<file path="src/rtl/dvh_pkg.sv">
// shared types, codes and helpers for the dose-volume histogram engine
package dvh_pkg;

  localparam int BIN_ADDR_MAX = 12;

  typedef enum logic [1:0] {
    ACT_VOXEL  = 2'd0,
    ACT_FINISH = 2'd1,
    ACT_READ   = 2'd2,
    ACT_CLEAR  = 2'd3
  } action_t;

  localparam logic [2:0] CFG_DOSE_IN_CGY       = 3'd0;
  localparam logic [2:0] CFG_BIN_SIZE          = 3'd1;
  localparam logic [2:0] CFG_BINS_IN_USE       = 3'd2;
  localparam logic [2:0] CFG_STRUCTURES_IN_USE = 3'd3;
  localparam logic [2:0] CFG_CUMULATIVE_MODE   = 3'd4;
  localparam logic [2:0] CFG_PERCENT_MODE      = 3'd5;

  typedef struct packed {
    action_t            action;
    logic signed [23:0] dose_value;
    logic [31:0]        structure_mask;
    logic [7:0]         read_bin;
    logic [4:0]         read_structure;
  } in_t;

  typedef struct packed {
    logic [23:0] bin_start_dose;
    logic [31:0] value;
  } out_t;

  typedef enum logic [3:0] {
    S_CLEAR,
    S_IDLE,
    S_BIN_CMP,
    S_BIN_DIV,
    S_VOX,
    S_ACC,
    S_RD_MEM,
    S_RD_MERGE,
    S_RD_CALC,
    S_RD_DIV,
    S_OUT
  } state_t;

  typedef enum logic [2:0] {
    L_NOP,
    L_INC,
    L_ACC,
    L_CLR,
    L_RD
  } lane_op_t;

  typedef struct packed {
    lane_op_t                op;
    logic [BIN_ADDR_MAX-1:0] addr;
    logic                    acc_clr;
  } lane_ctl_t;

  typedef struct packed {
    logic        start;
    logic [31:0] rem_init;
    logic [47:0] dividend;
    logic [5:0]  steps;
    logic [31:0] divisor;
  } div_req_t;

  function automatic logic [31:0] sat_add32(input logic [31:0] a, input logic [31:0] b);
    logic [32:0] s;
    s = {1'b0, a} + {1'b0, b};
    return s[32] ? 32'hFFFF_FFFF : s[31:0];
  endfunction

endpackage

</file>
<file path="src/rtl/dvh_div.sv">
// restoring divider, one quotient bit per cycle
module dvh_div import dvh_pkg::*; (
  input  logic        clk,
  input  logic        rst,
  input  div_req_t    req,
  output logic        done,
  output logic [47:0] quot
);

  logic        busy;
  logic [5:0]  left;
  logic [31:0] rem;
  logic [31:0] dvs;
  logic [47:0] sh;
  logic [32:0] trial;
  logic [32:0] diff;
  logic        qbit;

  assign trial = {rem, sh[47]};
  assign diff  = trial - {1'b0, dvs};
  assign qbit  = !diff[32];

  always_ff @(posedge clk) begin
    if (rst) begin
      busy <= 1'b0;
      done <= 1'b0;
      left <= '0;
    end else begin
      done <= 1'b0;
      if (req.start) begin
        busy <= 1'b1;
        left <= req.steps;
      end else if (busy) begin
        left <= left - 6'd1;
        if (left == 6'd1) begin
          busy <= 1'b0;
          done <= 1'b1;
        end
      end
    end
  end

  always_ff @(posedge clk) begin
    if (req.start) begin
      rem  <= req.rem_init;
      sh   <= req.dividend;
      dvs  <= req.divisor;
      quot <= '0;
    end else if (busy) begin
      rem  <= qbit ? diff[31:0] : trial[31:0];
      sh   <= {sh[46:0], 1'b0};
      quot <= {quot[46:0], qbit};
    end
  end

endmodule

</file>
<file path="config.mk">
export PLATFORM = sky130hd
export DESIGN_NAME = dvh_div
export DESIGN_NICKNAME = d
export VERILOG_FILES = /design/src/rtl/dvh_pkg.sv /design/src/rtl/dvh_div.sv
export SDC_FILE = /design/constraint.sdc
export NUM_CORES = 1
export LEC_CHECK = 0
export BUFFER_PORTS_ARGS = -buffer_cell sky130_fd_sc_hd__buf_2
export CAP_MARGIN = 10
export CORE_ASPECT_RATIO = 0.7
export CORE_MARGIN = 2
export CORE_UTILIZATION = 45
export CTS_CLUSTER_DIAMETER = 40
export DETAILED_ROUTE_END_ITERATION = 8
export PLACE_DENSITY = 0.66
export SLEW_MARGIN = 10
export SYNTH_ARGS = -nofsm -noshare
export SYNTH_HDL_FRONTEND = slang
export SYNTH_SLANG_ARGS = --single-unit
</file>
<file path="constraint.sdc">
create_clock -name clk -period 5.15 [get_ports clk]
set_clock_uncertainty 0.05 [all_clocks]
set_input_delay 1.03 -clock clk [delete_from_list [all_inputs] [get_ports clk]]
set_output_delay 1.03 -clock clk [all_outputs]
set_load 0.05 [all_outputs]
</file>
==> results.cfg <==
[route]
drtPass1Iterations = 4
detail_route.wl_per_cell_um = 15.7
wl_met3_um = 1480
wl_met1_um = 9120
wl_um = 18300
vias = 6028
dr_wl_met2_um = 7580
route.detailed.drc = 0
first_iter_violations = 385
vias_per_cell = 5.16
top_layer_used = met5
ant_nets = 0

[yosys]
yosys.cell_types.count = 60
avgSynthCellArea_um2 = 11.1
ys_seq_area_frac = 0.528
synth-edff-count = 112
async_flop_share = 0
ys_warn_count = 0
synthFlopType = edfxtp_1
synth_seq_cells = 168
syn-num-nets = 918
synth_top_cell_area_share = 0.396
synth_area_um2 = 8490
synthTopCellsByArea = edfxtp_1 40%, dfxtp_1 13%, mux2i_1 8.4%, mux2_2 6.2%, ha_1 5.0%
synthCells = 762
yosys.area.top_type = edfxtp_1

[finish]
seq_area_um2 = 4490
multi_input_area_um2 = 3690
post-route-util = 0.556
layoutNonFillerInstCount = 1169
fin_area_um2 = 10100
drive_gt1_frac = 0.281
area_growth_pct = 19.5
final_nets = 1072
fill_cells = 1618

[pwr]
leakage_nw = 4.37
switching_share = 0.339
power.density_nw_per_um2 = 469
total_power_mw = 4.76
p_comb_frac = 0.359
power_switching_mw = 1.61
seq_power_share = 0.369
cell_internal_pwr_mw = 3.14
ir_drop_mv = 0.251
clkPwrFrac = 0.272

[timing]
max_slew.worst_pin.slew_ns = 0.779
max_freq_ghz = 0.286
setup_ws_ns = 1.65
post-route-period-util = 0.679
fin_crit_ns = 3.50
setup_viol = 0
finalMaxSlewViolations = 0
setup_tns_ns = 0
hold_viol = 0
rsz0062_at_grt = no
max_slew_margin = 0.481
hold_ws_ns = 0.459

[worst_setup_path]
critical_path_arrival_ns = 3.59
cp_max_fo = 3
worst_setup_path_end_kind = flop
critical_path_class = flop to flop
start_kind = flop
worstPathRequired_ns = 5.24

[hold_path]
hp-class = flop to flop

[global_route]
gr-total-overflow = 0
antenna_found_initial = 8
track_usage = 0.188
grt_pass1_wl_um = 30200
grt_pass1_vias = 5853
grt_max_degree = 154

[floorplan]
core_area_um2 = 18300
fp.dieH_um = 119
rows = 41
start_util = 0.465
die_w_um = 168
dieArea_um2 = 20000
pin_count = 170

[clock_tree]
cts_hold_buf = 0
numCtsBuffers = 17
worstSkewPairLatency_ns = 0.43
cts_tree = yes
cts-root-buf = clkbuf_16
cts_setup_buffers = 0
clock_path_buffers = 2
htree_levels = 4
cts_resized = 0
clkTransAtPathRegs_ns = 0.07
cts_sinks = 168

[run_status]
status = finished clean

[place]
gp_congestion = 0.837
io_buffers = 169
dpl.cell_count = 1133
postPlaceCellArea_um2 = 9550
post-place-ws_ns = 1.78
dp_hpwl_um = 12600

[run]
cap_viol_max_count = 0
[cells by family after synthesis]
logic type,synth area share
DFF,0.528
muxes,0.147
adders and majority gates,0.0524
and+or+nand+nor,0.103
xor gates and xnor gates,0.0330
AOI/OAI and AO/OA,0.0977
buffers and inverters,0.0387
[registers in the layout, summed over array words and instances (netlist names)]
name / cells
busy: 1
quot: 48
sh: 48
dvs: 32
rem: 32
done: 1
left: 6
[area by class of cell]
| class | count | share of cell area |
|---|---|---|
| Sequential cell | 168 | 0.442 |
| Tap cell | 236 | 0.0291 |
| Multi-Input combinational cell | 510 | 0.363 |
| Inverter | 45 | 0.0166 |
| Antenna cell | 4 | 0.000986 |
| Clock inverter | 15 | 0.0160 |
| Timing Repair Buffer | 174 | 0.0901 |
| Clock buffer | 17 | 0.0419 |
[synthesized netlist by cell type, types with 3 or more instances]
library cell    n
xnor2_1        19
mux2_2         47
o31ai_1         5
nor2_1         84
ha_1           34
o31a_1          3
edfxtp_1      112
o211ai_1        3
o311ai_1        3
a21o_1          5
buf_1           6
nand2b_1        9
nor3b_1         5
nor3_1          8
a221o_1         4
buf_2           5
o21ai_0        15
mux2i_1        71
o21a_1          4
clkbuf_1       26
dfxtp_1        56
nand2_1        57
o21ai_1        24
nand4_1         5
and3_1          4
nor2b_1         3
a31oi_1         6
xor2_1         13
a21oi_1        36
nand3_1         8
inv_1          45
and2_1          3
[layer usage]
metal / GRT usage / vias up
met5: 0 / -
met4: 0.0388 / 6
met3: 0.0774 / 20
met2: 0.272 / 130
met1: 0.265 / 2808
li1: - / 3064
[cells in the final DEF, fill, tap and decap left out, types with 4 or more instances in the layout]
| cell type | count |
|---|---|
| a21o_1 | 5 |
| a21oi_1 | 36 |
| a221o_1 | 4 |
| a31oi_1 | 6 |
| and3_1 | 4 |
| buf_2 | 168 |
| clkbuf_16 | 17 |
| dfxtp_1 | 55 |
| diode_2 | 4 |
| edfxtp_1 | 112 |
| ha_1 | 34 |
| inv_1 | 44 |
| inv_6 | 5 |
| mux2_2 | 47 |
| mux2i_1 | 71 |
| nand2_1 | 57 |
| nand2b_1 | 9 |
| nand3_1 | 8 |
| nand4_1 | 5 |
| nor2_1 | 84 |
| nor3_1 | 8 |
| nor3b_1 | 5 |
| o21a_1 | 4 |
| o21ai_0 | 15 |
| o21ai_1 | 24 |
| o31ai_1 | 5 |
| xnor2_1 | 18 |
| xor2_1 | 13 |
[power groups by stage]
stage / clock, mW / combinational [mW] / sequential (mW)
global route: 1.38 / 1.91 / 1.78
global placement: 0 / 1.68 / 1.78
detailed placement: 0 / 1.69 / 1.78
CTS: 1.33 / 1.71 / 1.76
floorplan: 0 / 1.35 / 1.76
finish: 1.30 / 1.71 / 1.76
[critical path: stages (launching register included)]
cell       delay [ns]
edfxtp_1         0.38
ha_1             0.27
fa_1             0.41
nand2b_1         0.19
a21o_1           0.19
a2111oi_0        0.61
nor2_1           0.21
o31ai_1          0.38
a31oi_1          0.17
xnor2_1          0.15
nand3_1          0.10
o311ai_1         0.11
[final timing paths]
| path | to | cells after the start | start | slack [ns] |
|---|---|---|---|---|
| worst min register to register | quot[47] | 2 | quot[47] | 0.46 |
| worst max-delay path | rem[22] | 11 | dvs[0] | 1.65 |
| worst max register to register | rem[22] | 11 | dvs[0] | 1.65 |
| worst min-delay path | quot[47] | 2 | quot[47] | 0.46 |
Power figures use the tool's default switching activity.
